## src/priority_task_scheduler_macros.svh

```systemverilog
`ifndef PRIORITY_TASK_SCHEDULER_MACROS_SVH
`define PRIORITY_TASK_SCHEDULER_MACROS_SVH

// same-cycle implication
`define PTS_ASSERT_SAME(name, clk_s, rst_s, ante, cons, msg) \
    name: assert property (@(posedge clk_s) disable iff (!rst_s) (ante) |-> (cons)) \
        else $error(msg);

// next-cycle implication
`define PTS_ASSERT_NEXT(name, clk_s, rst_s, ante, cons, msg) \
    name: assert property (@(posedge clk_s) disable iff (!rst_s) (ante) |=> (cons)) \
        else $error(msg);

`endif

```

## src/pts_pkg.sv

```systemverilog
`default_nettype none

package pts_pkg;

    localparam int REQ_W     = 3;
    localparam int PRI_W     = 8;
    localparam int ID_W      = 4;
    localparam int WORD_W    = 32;
    localparam int STEP_W    = 16;
    localparam int CFG_W     = 16;
    localparam int CFG_IDX_W = 1;

    localparam logic [CFG_IDX_W-1:0] CFG_TICK_STEP = 1'b0;
    localparam logic [CFG_IDX_W-1:0] CFG_IDLE_SLOT = 1'b1;

    localparam logic [STEP_W-1:0] TICK_STEP_RESET = 16'd1;
    localparam logic [ID_W-1:0]   IDLE_SLOT_RESET = 4'd0;

    typedef enum logic [REQ_W-1:0] {
        REQ_CREATE = 3'd0,
        REQ_DELETE = 3'd1,
        REQ_SLEEP  = 3'd2,
        REQ_TICK   = 3'd3,
        REQ_SWITCH = 3'd4,
        REQ_START  = 3'd5
    } req_t;

    typedef enum logic [1:0] {
        ST_IDLE,
        ST_EXEC,
        ST_WALK,
        ST_FINISH
    } state_t;

    typedef struct packed {
        logic capture;
        logic exec;
        logic walk;
        logic finish;
    } ctrl_cmd_t;

    typedef struct packed {
        logic is_walk;
        logic walk_done;
    } dp_status_t;

endpackage

`default_nettype wire

```

## src/pts_controller.sv

```systemverilog
`default_nettype none

`include "priority_task_scheduler_macros.svh"

module pts_controller (
    input  wire logic               clk,
    input  wire logic               rst_n,
    input  wire logic               start,
    input  wire pts_pkg::dp_status_t stat,
    output pts_pkg::ctrl_cmd_t      cmd,
    output logic                    busy
);

    pts_pkg::state_t state_reg;
    pts_pkg::state_t state_next;

    always_ff @(posedge clk or negedge rst_n)
    begin
        if (!rst_n)
        begin
            state_reg <= pts_pkg::ST_IDLE;
        end
        else
        begin
            state_reg <= state_next;
        end
    end

    always_comb
    begin
        state_next = state_reg;
        unique case (state_reg)
            pts_pkg::ST_IDLE:
            begin
                if (start)
                begin
                    state_next = pts_pkg::ST_EXEC;
                end
            end
            pts_pkg::ST_EXEC:
            begin
                state_next = stat.is_walk ? pts_pkg::ST_WALK : pts_pkg::ST_IDLE;
            end
            pts_pkg::ST_WALK:
            begin
                if (stat.walk_done)
                begin
                    state_next = pts_pkg::ST_FINISH;
                end
            end
            pts_pkg::ST_FINISH:
            begin
                state_next = pts_pkg::ST_IDLE;
            end
            default:
            begin
                state_next = pts_pkg::ST_IDLE;
            end
        endcase
    end

    always_comb
    begin
        cmd  = '0;
        busy = 1'b1;
        unique case (state_reg)
            pts_pkg::ST_IDLE:
            begin
                busy        = 1'b0;
                cmd.capture = start;
            end
            pts_pkg::ST_EXEC:
            begin
                cmd.exec = 1'b1;
            end
            pts_pkg::ST_WALK:
            begin
                cmd.walk = 1'b1;
            end
            pts_pkg::ST_FINISH:
            begin
                cmd.finish = 1'b1;
            end
            default:
            begin
                busy = 1'b1;
            end
        endcase
    end

    `PTS_ASSERT_NEXT(a_accept_exec, clk, rst_n, start && (state_reg == pts_pkg::ST_IDLE), state_reg == pts_pkg::ST_EXEC, "accepted request did not enter execute")
    `PTS_ASSERT_SAME(a_walk_op, clk, rst_n, state_reg == pts_pkg::ST_WALK, stat.is_walk, "slot walk for a request that needs none")
    `PTS_ASSERT_SAME(a_busy_state, clk, rst_n, 1'b1, busy == (state_reg != pts_pkg::ST_IDLE), "busy out of step with the controller state")

endmodule

`default_nettype wire

```

## src/pts_datapath.sv

```systemverilog
`default_nettype none

`include "priority_task_scheduler_macros.svh"

module pts_datapath #(
    parameter int TASKS = 16
) (
    input  wire logic                              clk,
    input  wire logic                              rst_n,
    input  wire logic [pts_pkg::REQ_W-1:0]         req_type,
    input  wire logic [pts_pkg::PRI_W-1:0]         priority_req,
    input  wire logic [pts_pkg::ID_W-1:0]          target_task,
    input  wire logic [pts_pkg::WORD_W-1:0]        sleep_ticks,
    input  wire logic [pts_pkg::WORD_W-1:0]        stack_top_in,
    input  wire logic                              cfg_we,
    input  wire logic [pts_pkg::CFG_IDX_W-1:0]     cfg_idx,
    input  wire logic [pts_pkg::CFG_W-1:0]         cfg_wdata,
    input  wire pts_pkg::ctrl_cmd_t                cmd,
    output pts_pkg::dp_status_t                    stat,
    output logic                                   done,
    output logic                                   status,
    output logic [pts_pkg::ID_W-1:0]               task_id,
    output logic [pts_pkg::WORD_W-1:0]             stack_top_out,
    output logic                                   running
);

    localparam int SW         = (TASKS > 1) ? $clog2(TASKS) : 1;
    localparam int TW         = $clog2(TASKS + 1);
    localparam int MW         = (TW > pts_pkg::ID_W) ? TW : pts_pkg::ID_W;
    localparam int WRAP_STEPS = (1 << pts_pkg::ID_W) / TASKS;

    // slot arithmetic helpers
    function automatic logic [SW-1:0] idle_wrap(input logic [pts_pkg::ID_W-1:0] v);
        logic [MW-1:0] acc;
        acc = MW'(v);
        for (int k = 0; k < WRAP_STEPS; k++)
        begin
            if (acc >= MW'(TASKS))
            begin
                acc = acc - MW'(TASKS);
            end
        end
        return acc[SW-1:0];
    endfunction

    function automatic logic [pts_pkg::ID_W-1:0] to_id(input logic [SW-1:0] s);
        logic [pts_pkg::ID_W+SW-1:0] w;
        w = {{pts_pkg::ID_W{1'b0}}, s};
        return w[pts_pkg::ID_W-1:0];
    endfunction

    function automatic logic [SW-1:0] to_slot(input logic [pts_pkg::ID_W-1:0] t);
        logic [pts_pkg::ID_W+SW-1:0] w;
        w = {{SW{1'b0}}, t};
        return w[SW-1:0];
    endfunction

    // captured request
    logic [pts_pkg::REQ_W-1:0]  req_reg;
    logic [pts_pkg::PRI_W-1:0]  pri_reg;
    logic [pts_pkg::ID_W-1:0]   target_reg;
    logic [pts_pkg::WORD_W-1:0] ticks_reg;
    logic [pts_pkg::WORD_W-1:0] stack_in_reg;

    logic [pts_pkg::STEP_W-1:0] tick_step_reg;
    logic [pts_pkg::ID_W-1:0]   idle_slot_reg;

    logic [TASKS-1:0] alive_reg, alive_next;
    logic [TASKS-1:0] delayed_reg, delayed_next;
    logic [TW-1:0]    total_reg, total_next;
    logic [SW-1:0]    cur_reg, cur_next;
    logic             started_reg, started_next;

    logic [TW-1:0]           cnt_reg, cnt_next;
    logic [SW-1:0]           slot_reg, slot_next;
    logic                    pend_valid_reg, pend_valid_next;
    logic [SW-1:0]           pend_slot_reg, pend_slot_next;
    logic [SW-1:0]           best_reg, best_next;
    logic [pts_pkg::PRI_W-1:0] best_pri_reg, best_pri_next;

    logic                       done_reg, done_next;
    logic                       status_reg, status_next;
    logic [pts_pkg::ID_W-1:0]   id_reg, id_next;
    logic [pts_pkg::WORD_W-1:0] stack_out_reg, stack_out_next;

    logic [pts_pkg::PRI_W-1:0]  pri_mem   [TASKS];
    logic [pts_pkg::WORD_W-1:0] sleep_mem [TASKS];
    logic [pts_pkg::WORD_W-1:0] stack_mem [TASKS];

    logic [pts_pkg::PRI_W-1:0]  pri_rd_reg;
    logic [pts_pkg::WORD_W-1:0] sleep_rd_reg;
    logic [pts_pkg::WORD_W-1:0] stack_rd_reg;

    pts_pkg::req_t op;
    logic          is_walk;
    logic          full;
    logic          create_ok;
    logic [SW-1:0] total_slot;
    logic [TW-1:0] slot_inc;
    logic [SW-1:0] nslot;
    logic          issue;
    logic          wakes;

    logic                       pri_we;
    logic                       stack_we;
    logic [SW-1:0]              stack_waddr;
    logic                       sleep_we;
    logic [SW-1:0]              sleep_waddr;
    logic [pts_pkg::WORD_W-1:0] sleep_wdata;

    assign op         = pts_pkg::req_t'(req_reg);
    assign is_walk    = (op == pts_pkg::REQ_TICK) || (op == pts_pkg::REQ_SWITCH)
                        || (op == pts_pkg::REQ_START);
    assign full       = total_reg >= TW'(TASKS);
    assign create_ok  = cmd.exec && (op == pts_pkg::REQ_CREATE) && !full;
    assign total_slot = total_reg[SW-1:0];
    assign slot_inc   = TW'(slot_reg) + TW'(1);
    assign nslot      = (slot_inc >= total_reg) ? '0 : slot_inc[SW-1:0];
    assign issue      = cnt_reg < total_reg;
    assign wakes      = sleep_rd_reg <= pts_pkg::WORD_W'(tick_step_reg);

    assign stat = '{is_walk: is_walk, walk_done: !issue && !pend_valid_reg};

    always_ff @(posedge clk)
    begin
        if (cmd.capture)
        begin
            req_reg      <= req_type;
            pri_reg      <= priority_req;
            target_reg   <= target_task;
            ticks_reg    <= sleep_ticks;
            stack_in_reg <= stack_top_in;
        end
    end

    always_ff @(posedge clk or negedge rst_n)
    begin
        if (!rst_n)
        begin
            tick_step_reg <= pts_pkg::TICK_STEP_RESET;
            idle_slot_reg <= pts_pkg::IDLE_SLOT_RESET;
        end
        else if (cfg_we)
        begin
            unique case (cfg_idx)
                pts_pkg::CFG_TICK_STEP: tick_step_reg <= cfg_wdata;
                pts_pkg::CFG_IDLE_SLOT: idle_slot_reg <= cfg_wdata[pts_pkg::ID_W-1:0];
                default:                tick_step_reg <= tick_step_reg;
            endcase
        end
    end

    // memory write ports
    assign pri_we      = create_ok;
    assign stack_we    = create_ok || (cmd.exec && (op == pts_pkg::REQ_SWITCH));
    assign stack_waddr = (op == pts_pkg::REQ_CREATE) ? total_slot : cur_reg;
    assign sleep_we    = (cmd.exec && (op == pts_pkg::REQ_SLEEP))
                         || (cmd.walk && pend_valid_reg && (op == pts_pkg::REQ_TICK)
                             && delayed_reg[pend_slot_reg] && !wakes);
    assign sleep_waddr = (op == pts_pkg::REQ_SLEEP) ? cur_reg : pend_slot_reg;
    assign sleep_wdata = (op == pts_pkg::REQ_SLEEP) ? ticks_reg
                         : sleep_rd_reg - pts_pkg::WORD_W'(tick_step_reg);

    always_ff @(posedge clk)
    begin
        if (pri_we)
        begin
            pri_mem[total_slot] <= pri_reg;
        end
        if (stack_we)
        begin
            stack_mem[stack_waddr] <= stack_in_reg;
        end
        if (sleep_we)
        begin
            sleep_mem[sleep_waddr] <= sleep_wdata;
        end
        pri_rd_reg   <= pri_mem[nslot];
        sleep_rd_reg <= sleep_mem[nslot];
        stack_rd_reg <= stack_mem[best_reg];
    end

    always_comb
    begin
        alive_next      = alive_reg;
        delayed_next    = delayed_reg;
        total_next      = total_reg;
        cur_next        = cur_reg;
        started_next    = started_reg;
        cnt_next        = cnt_reg;
        slot_next       = slot_reg;
        pend_valid_next = pend_valid_reg;
        pend_slot_next  = pend_slot_reg;
        best_next       = best_reg;
        best_pri_next   = best_pri_reg;
        done_next       = 1'b0;
        status_next     = status_reg;
        id_next         = id_reg;
        stack_out_next  = stack_out_reg;

        if (cmd.exec)
        begin
            cnt_next        = '0;
            slot_next       = cur_reg;
            pend_valid_next = 1'b0;
            best_next       = idle_wrap(idle_slot_reg);
            best_pri_next   = '0;
            if (!is_walk)
            begin
                done_next      = 1'b1;
                status_next    = 1'b0;
                id_next        = '0;
                stack_out_next = '0;
            end
            unique case (op)
                pts_pkg::REQ_CREATE:
                begin
                    if (full)
                    begin
                        status_next = 1'b1;
                    end
                    else
                    begin
                        alive_next[total_slot]   = 1'b1;
                        delayed_next[total_slot] = 1'b0;
                        total_next               = total_reg + TW'(1);
                        id_next                  = to_id(total_slot);
                    end
                end
                pts_pkg::REQ_DELETE:
                begin
                    if (32'(target_reg) < 32'(TASKS))
                    begin
                        alive_next[to_slot(target_reg)]   = 1'b0;
                        delayed_next[to_slot(target_reg)] = 1'b0;
                    end
                end
                pts_pkg::REQ_SLEEP:
                begin
                    delayed_next[cur_reg] = 1'b1;
                end
                default:
                begin
                    cnt_next = '0;
                end
            endcase
        end

        if (cmd.walk)
        begin
            pend_valid_next = issue;
            if (issue)
            begin
                cnt_next       = cnt_reg + TW'(1);
                slot_next      = nslot;
                pend_slot_next = nslot;
            end
            if (pend_valid_reg)
            begin
                if (op == pts_pkg::REQ_TICK)
                begin
                    if (delayed_reg[pend_slot_reg] && wakes)
                    begin
                        delayed_next[pend_slot_reg] = 1'b0;
                    end
                end
                else if (alive_reg[pend_slot_reg] && !delayed_reg[pend_slot_reg]
                         && (pri_rd_reg > best_pri_reg))
                begin
                    best_next     = pend_slot_reg;
                    best_pri_next = pri_rd_reg;
                end
            end
        end

        if (cmd.finish)
        begin
            done_next   = 1'b1;
            status_next = 1'b0;
            if (op == pts_pkg::REQ_TICK)
            begin
                id_next        = '0;
                stack_out_next = '0;
            end
            else
            begin
                id_next        = to_id(best_reg);
                stack_out_next = stack_rd_reg;
                cur_next       = best_reg;
                if (op == pts_pkg::REQ_START)
                begin
                    started_next = 1'b1;
                end
            end
        end
    end

    always_ff @(posedge clk or negedge rst_n)
    begin
        if (!rst_n)
        begin
            alive_reg      <= '0;
            delayed_reg    <= '0;
            total_reg      <= '0;
            cur_reg        <= SW'(TASKS - 1);
            started_reg    <= 1'b0;
            cnt_reg        <= '0;
            pend_valid_reg <= 1'b0;
            done_reg       <= 1'b0;
        end
        else
        begin
            alive_reg      <= alive_next;
            delayed_reg    <= delayed_next;
            total_reg      <= total_next;
            cur_reg        <= cur_next;
            started_reg    <= started_next;
            cnt_reg        <= cnt_next;
            pend_valid_reg <= pend_valid_next;
            done_reg       <= done_next;
        end
    end

    always_ff @(posedge clk)
    begin
        slot_reg      <= slot_next;
        pend_slot_reg <= pend_slot_next;
        best_reg      <= best_next;
        best_pri_reg  <= best_pri_next;
        status_reg    <= status_next;
        id_reg        <= id_next;
        stack_out_reg <= stack_out_next;
    end

    assign done          = done_reg;
    assign status        = status_reg;
    assign task_id       = id_reg;
    assign stack_top_out = stack_out_reg;
    assign running       = started_reg;

    `PTS_ASSERT_SAME(a_total_bound, clk, rst_n, 1'b1, total_reg <= TW'(TASKS), "task count beyond table size")
    `PTS_ASSERT_SAME(a_walk_bound, clk, rst_n, 1'b1, cnt_reg <= total_reg, "slot walk ran past the created tasks")
    `PTS_ASSERT_NEXT(a_done_pulse, clk, rst_n, done_reg, !done_reg, "result strobe held for more than one cycle")

endmodule

`default_nettype wire

```

## src/priority_task_scheduler.sv

```systemverilog
// channel   | ports                                                    | handshake
// ----------+----------------------------------------------------------+--------------------------
// request   | req_type priority_req target_task sleep_ticks           | start high, busy low
//           | stack_top_in                                             |
// result    | status task_id stack_top_out running                     | done, one cycle, no stall
// config    | cfg_idx cfg_wdata                                        | cfg_we, taken every edge
//
// create, delete, sleep and unknown requests: the result is registered from the execute state
// tick, switch and start: a walk over the created slots, one slot per cycle through the
// task memories, in the execute, walk and finish states; the result is registered from finish
// busy is high from the cycle after acceptance until the result is loaded; a new request
// may be taken in the cycle that shows the result
// asynchronous active-low reset clears the task table state and loads register defaults
// the result receiver cannot stall; every result is shown exactly once

`default_nettype none

module priority_task_scheduler #(
    parameter int TASKS = 16
) (
    input  wire logic                          clk,
    input  wire logic                          rst_n,
    input  wire logic                          start,
    output logic                               busy,
    input  wire logic [pts_pkg::REQ_W-1:0]     req_type,
    input  wire logic [pts_pkg::PRI_W-1:0]     priority_req,
    input  wire logic [pts_pkg::ID_W-1:0]      target_task,
    input  wire logic [pts_pkg::WORD_W-1:0]    sleep_ticks,
    input  wire logic [pts_pkg::WORD_W-1:0]    stack_top_in,
    input  wire logic                          cfg_we,
    input  wire logic [pts_pkg::CFG_IDX_W-1:0] cfg_idx,
    input  wire logic [pts_pkg::CFG_W-1:0]     cfg_wdata,
    output logic                               done,
    output logic                               status,
    output logic [pts_pkg::ID_W-1:0]           task_id,
    output logic [pts_pkg::WORD_W-1:0]         stack_top_out,
    output logic                               running
);

    pts_pkg::ctrl_cmd_t  cmd;
    pts_pkg::dp_status_t stat;

    pts_controller u_ctrl (
        .clk   (clk),
        .rst_n (rst_n),
        .start (start),
        .stat  (stat),
        .cmd   (cmd),
        .busy  (busy)
    );

    pts_datapath #(
        .TASKS (TASKS)
    ) u_dp (
        .clk           (clk),
        .rst_n         (rst_n),
        .req_type      (req_type),
        .priority_req  (priority_req),
        .target_task   (target_task),
        .sleep_ticks   (sleep_ticks),
        .stack_top_in  (stack_top_in),
        .cfg_we        (cfg_we),
        .cfg_idx       (cfg_idx),
        .cfg_wdata     (cfg_wdata),
        .cmd           (cmd),
        .stat          (stat),
        .done          (done),
        .status        (status),
        .task_id       (task_id),
        .stack_top_out (stack_top_out),
        .running       (running)
    );

endmodule

`default_nettype wire

```

## config.mk

```make
export PLATFORM = sky130hd
export DESIGN_NAME = priority_task_scheduler
export DESIGN_NICKNAME = d
export VERILOG_FILES = /design/src/pts_pkg.sv /design/src/pts_controller.sv /design/src/pts_datapath.sv /design/src/priority_task_scheduler.sv
export VERILOG_INCLUDE_DIRS = /design/src /design/src/src
export SDC_FILE = /design/constraint.sdc
export NUM_CORES = 2
export LEC_CHECK = 0
export ABC_AREA = 1
export BUFFER_PORTS_ARGS = -buffer_cell sky130_fd_sc_hd__buf_4
export CORE_ASPECT_RATIO = 1.75
export CORE_MARGIN = 5
export CORE_UTILIZATION = 57
export DETAILED_ROUTE_END_ITERATION = 6
export PLACE_DENSITY_LB_ADDON = 0.3
export REMOVE_ABC_BUFFERS = 1
export SLEW_MARGIN = 20
export SYNTH_ARGS = -nofsm -noshare
export SYNTH_HDL_FRONTEND = slang
export SYNTH_SLANG_ARGS = --single-unit
```

## constraint.sdc

```tcl
create_clock -name clk -period 5.9 [get_ports clk]
set_input_delay 0.295 -clock clk [delete_from_list [all_inputs] [get_ports clk]]
set_output_delay 0.295 -clock clk [all_outputs]
set_load 0.01 [all_outputs]
```

* Yosys cells after proc, flatten, opt, wreduce, memory -nomap -nowiden *
Memories as Yosys holds them, arrays and structs flattened. A register that Yosys moved wholly into a read port is not among the register bits.
Index checks and enable logic that the tools add are counted.

storage, ports and cells
  bits in registers = 207
  RAM bits = 1152
  memories kept = 3

cells by class
  add/sub/neg operators = 4
  $lt $le $gt $ge = 13
  equality and inequality tests = 12
  muxes and demuxes = 74
  bitwise gates (word level) = 12
  reductions and logical operators = 39

memory list
  name            depth  bits a word  rd ports  clocked after Yosys merged registers in  wr ports  RTL line            text
  u_dp.sleep_mem  16     32           1         1                                        1         pts_datapath.sv:87  logic [pts_pkg::WORD_W-1:0] sleep_mem [TASKS];
  u_dp.stack_mem  16     32           1         1                                        1         pts_datapath.sv:88  logic [pts_pkg::WORD_W-1:0] stack_mem [TASKS];
  u_dp.pri_mem    16     8            1         1                                        1         pts_datapath.sv:86  logic [pts_pkg::PRI_W-1:0] pri_mem [TASKS];

operators by type and width
  operator                                              count
  two-way mux 32 bit                                    5
  two-way mux 16 bit                                    7
  two-way mux 4 bit                                     17
  bitwise AND 16 bit                                    4
  inverter 16 bit                                       3
  one-hot mux 16 bit (3 select lines)                   1
  two-way mux 8 bit                                     5
  <= comparator 32 x 16 -> 1 bit                        1
  bitwise OR 16 bit                                     2
  one-hot mux 16 bit (2 select lines)                   1
  subtractor 32 x 16 -> 32 bit                          1
  two-way mux 1 bit                                     25
  < comparator 4 x 5 -> 1 bit (second input constant)   4
  demux 1 bit (select 4 bit)                            4
  >= comparator 4 x 1 -> 1 bit (second input constant)  4
  logical AND 1 bit                                     16
  two-way mux 5 bit                                     3
  AND reduction 2 bit                                   6
  adder 5 x 1 -> 5 bit (second input constant)          2
  AND reduction 3 bit                                   3
  binary-select mux 1 bit (select 4 bit)                2
  greater-than comparator 8 bit                         1
  inequality test 2 bit (second input constant)         4
  one-hot mux 2 bit (4 select lines)                    1
  other kinds (16)                                      32

* Longest topological paths before layout *
  depth after elaboration = 14
  gate-level depth with buffers = 16

* Modules after synthesis *
From an unflattened synthesis, not the netlist that was laid out.

unflattened totals
  cells, all modules = 5656
  area total of the unflattened synthesis = 61131.1 µm²

modules (own cells, without submodules)
  module          instances  cells each  area each (µm²)  seq. area each (µm²)
  pts_datapath    1          5639        61017.3          41681.2
  pts_controller  1          17          113.9            50.0

* Worst setup path before layout *
Ideal clock, no wire load.

  path type = reg2reg
  start point = register u_dp.req_reg (netlist bit u_dp.op[0])
  end point = register u_dp.stack_out_reg (netlist bit u_dp.stack_top_out[0]) (enable)
  library setup time = 0.468 ns
  arrival time = 3.218 ns
  data required time = 5.432 ns
  path slack = 2.214 ns
  cell stages (with the launch flop) = 6
  path buffers = 0
  clock period less this slack = 3.686 ns
  path through = edfxtp_1 nand2_1 nor2_1 inv_1 nand3_1 o21ai_0

between the ends
  cells in the longest elaborated chain, start to end = 5

ends and longest elaborated chain
  item                                                            RTL line             text
  start: declaration                                              pts_datapath.sv:59   logic [pts_pkg::REQ_W-1:0] req_reg;
  start signal: assignment                                        pts_datapath.sv:128  req_reg <= req_type;
  == test 3 x 2 -> 1 bit / == test 3 bit (equally long branches)  pts_datapath.sv:112  assign is_walk = (op == pts_pkg::REQ_TICK) || (op == pts_pkg::REQ_SWITCH)
  logical OR 1 bit                                                pts_datapath.sv:112
  logical OR 1 bit (*)                                            pts_datapath.sv:113  || (op == pts_pkg::REQ_START);
  inequality test 2 bit (no line) (*)                             n/a
  AND reduction 2 bit (no line) (*)                               n/a
  end signal: assignment                                          pts_datapath.sv:332  stack_out_reg <= stack_out_next;
  end: declaration                                                pts_datapath.sv:84   logic [pts_pkg::WORD_W-1:0] stack_out_reg, stack_out_next;

Mark *: on every way between the ends. The rest lies on a longest branch, timed or not.
A chain may end at the register's enable or synchronous reset.

* Worst setup path in the final report *
  start point = register u_dp.req_reg (netlist bit u_dp.op[0])
  end point = memory u_dp.stack_mem[3][25] (netlist bit) (enable)

between the ends
  cells in the longest elaborated chain, start to end = 6

ends and longest elaborated chain
  item                                     RTL line                                  text
  logical NOT 3 bit                        pts_datapath.sv:115, pts_datapath.sv:156
  logical AND 1 bit (2 in a row)           pts_datapath.sv:115                       assign create_ok = cmd.exec && (op == pts_pkg::REQ_CREATE) && !full;
  logical OR 1 bit                         pts_datapath.sv:155                       assign stack_we = create_ok || (cmd.exec && (op == pts_pkg::REQ_SWITCH));
  two-way mux 1 bit                        pts_datapath.sv:170                       if (stack_we)
  two-way mux 1 bit (implied by the code)  pts_datapath.sv:172                       stack_mem[stack_waddr] <= stack_in_reg;
  end: declaration                         pts_datapath.sv:88

Parallel ways exist; a longest one is shown, timed or not.

==> run summary <==
Final hold analysis gives a worst-case slack of 38.0 ps. For the internal portion of total power, the log shows 0.0221 W. Switching power share of the total: 40.0%. Kind of critical path: reg -> reg. Setup slack closes at 1510 ps. The top cell types in the final layout, fill and taps aside, are edfxtp_1, nand2_1, inv_1. Summed over all nets, the half-perimeter wirelength after detailed placement is 89.6 mm.

The number of setup buffers added after CTS is 0. The capture point of the worst reg-to-reg path is u_dp.stack_mem[3][25]$_DFFE_PP_. The clock period minus worst slack came out at 4390 ps. The library cell used most frequently in the layout, excluding fill and tap cells, is edfxtp_1. Grouping stages by cell kind, the critical path spends the most delay in simple AND/OR/NAND/NOR gates. In the global route stage, overall resource usage came out at 26.6%. The number of DRC violations after detailed routing came out at 2. The share of the synthesized area in the top cell type works out to 63.1%. The worst-case hold path end point was u_dp.idle_slot_reg[1]$_DFFE_PN0P_.

STA classifies the critical path startpoint as a flop. The logs give 0 for the final setup violation count and 0 for the final global-route overflow total. During placement, the flow inserted port buffers numbering 139. In this run, post-CTS hold repair placed 98 buffers. In this run, placement finished with an instance count of 6650.

Maximum resistive drop on vdd: 696 uV. Clock skew on the completed layout was measured at 32.7 ps. The run finished, with violations left. The ratio of routed vias to standard cells works out to 5.77.

For the endpoint required time on the critical path, the log shows 6280 ps. The highest fanout seen on the critical path works out to 32. The logs give 0.0148 W for the net switching power and 6996 for the filler-free cell count of the finished design.

The number of enable flip-flop cells after synthesis works out to 1271. Traced cell by cell, the critical path runs through nor2_1 -> nand2_1 -> nor2_2 -> nand2_1 -> o21ai_1 -> nand3_1 -> nor2_4. The run gives 1450 ps as the worst setup timing slack at the placement stage. In this run the horizontal extent of the chip is 256 um.

The worst min-delay path class was in -> reg. The clock-pin slew on the worst setup and hold paths is 70 ps, and the number of distinct library cells after synthesis is 52. The cell with the largest stage delay on the worst path is nor2_4. The summed instance area of the synthesized netlist was 0.0605 sq mm; the standby leakage power was 26.8 nW. After detailed routing, the average wire length per cell comes to 21.8 um. The tools report the number of top-level pins as 140. Setup repair after global routing left no endpoint under its margin. The layout overhead on the synthesized area was 13.0%. The post-synthesis register bit count is 1431. The number of warnings reported in the yosys synthesis log was 0. The tree is rooted in a clkbuf_16.

The first detailed-routing pass took 7 iterations. The portion of total power attributed to combinational logic was 38.4%. TritonCTS built the clock tree. Of the post-synthesis cell area, the part taken by muxes is 2.12%.

Counting cells, the worst reg-to-reg path comes to 7. The start point of the worst hold path is cfg_idx. The post-synthesis share of cell area spent on xor and xnor gates works out to 0.261%. Once the clock tree was built, the resizer swapped 0 gates to a different size. The first global-routing pass estimated 231 mm of wire. The run gives 23.4% as the portion of total power attributed to the clock network. Main combinational cell family by area after synthesis: simple AND/OR/NAND/NOR gates.

The share of total power in sequential cells is 38.2%. The fraction of the mapped netlist area in simple logic gates is 14.2%. Data on the critical path arrives at its endpoint at 4770 ps. Counting the buffers created by CTS gives 130.

The core region is 0.106 sq mm. Number of cells traversed by the worst hold path: 4. The tools report the initial antenna violation count as 1. By area the synthesized netlist is led by edfxtp_1, inv_1, nand2_1, nand3_1, nor2_1. The synthesized-area fraction occupied by adder cells is 0.943%. The startpoint identified for the worst register-to-register timing path is u_dp.op[0]$_DFFE_PP_. For flop-to-flop paths, the worst setup slack is 1510 ps. The clock reaches the later pin of the worst-skew pair after 790 ps.

Of the available clock period, the critical path in the final layout requires 74.5%. For this block, the initial DRC count from the detailed router was 3571. In the final layout, the share of cells above drive strength 1 is 8.57%. The CTS sink count came out at 1431. The synthesized netlist devotes 6.67% of its cell area to compound gates. The number of buffers on the longest clock path was 3; the y dimension of the die was 441 um.

The combined buffer and inverter count along the critical path works out to 0. The effective utilization at floorplan came out at 57.2%. The tools report the peak clock frequency supported by timing as 228 MHz.

Entering global routing, the biggest net connects 192 pins. Endpoint type of the worst setup path: a flop. The largest single stage delay on the critical path is 940 ps. The cell occurring most often along the worst timing path is nand2_1. The largest total area in the synthesized netlist belongs to edfxtp_1.

Counting flops with an async set or reset pin after synthesis yields a share of 4.96%. The tools report the worst relative slew slack as 23.6%. The number of max-slew violations in the final report was 0. The most used flip-flop cell after synthesis is edfxtp_1. The number of instances in the synthesized netlist is 5378, and the wire length reported by the detailed router is 153 mm. For this run, the post-layout net count is 5670.

For the via count, the log shows 40400. Summing the sequential cell areas from Yosys gives 69.0% of the chip area. Across the run, the number of max-cap violations was 0. In this run the power density over the cells is 540 mW/mm^2. The standard-cell row count came out at 158. The tools report the routability-driven placement congestion ratio as 0.947.

The H-tree generated during clock tree synthesis spans 4 levels. The checks that failed: DRC. For the number of global-route vias before repair, the log shows 39900. The largest registers in the layout are u_dp.sleep_mem: 512 flops, u_dp.stack_mem: 512 flops, u_dp.pri_mem: 128 flops. Slew at the pin with the worst max-slew slack: 1140 ps. The die covers 0.113 sq mm. The count of nets left with antenna violations once routing finished came out at 0. The final hold violation count came out at 0. The per-instance average area after synthesis was 11.2 sq um.
worst min-delay path, stage by stage:
cell and delay [ps]:
buf_4 80, nand2_1 210, nand2_1 120, o21ai_0 70
final cells by class:
class                   instances  area (sq um)
inverters                     757          2850
diodes                          2          5.00
clock buffers                 176          3720
fillers                      7749         37400
multi-input cells            2899         15000
clock inverters                65           667
flip-flops and latches       1431         41700
well taps                    1360          1700
repair buffers                306          2700
power by group through the flow:
stage / sequential (W) / clock (W) / combinational, W
global placement: 0.0143 / 0 / 0.0137
floorplan: 0.0142 / 0 / 0.00896
CTS: 0.0141 / 0.00875 / 0.0140
finish: 0.0141 / 0.00864 / 0.0142
global route: 0.0142 / 0.00915 / 0.0156
detailed placement: 0.0143 / 0 / 0.0139
through the flow:
| step | power (W) | area (sq um) | TNS (ps) | util [%] |
|---|---|---|---|---|
| 6_report | 0.0369 | 68400 | 0 | 64.6 |
| 5_1_grt | 0.0389 | 68400 | 0 | 64.6 |
| 4_1_cts | 0.0369 | 68200 | 0 | 64.5 |
| 3_3_place_gp | 0.0279 | 62800 | 0 | 59.4 |
| 3_5_place_dp | 0.0282 | 62800 | 0 | 59.4 |
| 2_1_floorplan | 0.0232 | 59200 | -407870 | - |
cells in the mapped netlist (all sizes together), types with 14 or more instances:
library cell / number
nor2: 546
a21oi: 179
inv: 756
clkbuf: 166
dfrtp: 66
mux2i: 128
nand2: 752
o21ai: 363
nand4: 164
o211ai: 130
a2bb2oi: 14
nand3: 515
edfxtp: 1271
buf: 125
dfxtp: 89
ha: 44
logic make-up after synthesis:
family / count (synthesis)
compound gates: 716
buf+inv: 1048
mux: 128
fa+ha+maj: 45
flops: 1431
simple gates: 1992
xor+xnor: 18
worst max-delay path by stage:
stage	start	endpoint	slack [ps]	cells past startpoint
2_1_floorplan	u_dp.total_reg[0]$_DFFE_PN0P_	u_dp.pri_rd_reg[0]$_DFF_P_	-6560	9
3_3_place_gp	u_dp.op[0]$_DFFE_PP_	u_dp.stack_mem[11][26]$_DFFE_PP_	1710	7
3_5_place_dp	u_dp.op[0]$_DFFE_PP_	u_dp.stack_mem[11][24]$_DFFE_PP_	1450	7
4_1_cts	u_dp.op[0]$_DFFE_PP_	u_dp.stack_mem[11][25]$_DFFE_PP_	1420	7
5_1_grt	u_dp.op[0]$_DFFE_PP_	u_dp.stack_mem[15][27]$_DFFE_PP_	1120	7
6_report	u_dp.op[0]$_DFFE_PP_	u_dp.stack_mem[3][25]$_DFFE_PP_	1510	7
metal layers:
metal | global-route usage [%] | share of wire (%) | vias up
met2 | 48.7 | 53 | 1690
li1 | - | - | 18800
met3 | 3.48 | 6.2 | 415
met5 | 0 | 0 | -
met1 | 30.4 | 36 | 19500
met4 | 13.9 | 5.5 | 0
Note: power is estimated with default switching activity, not from simulation.
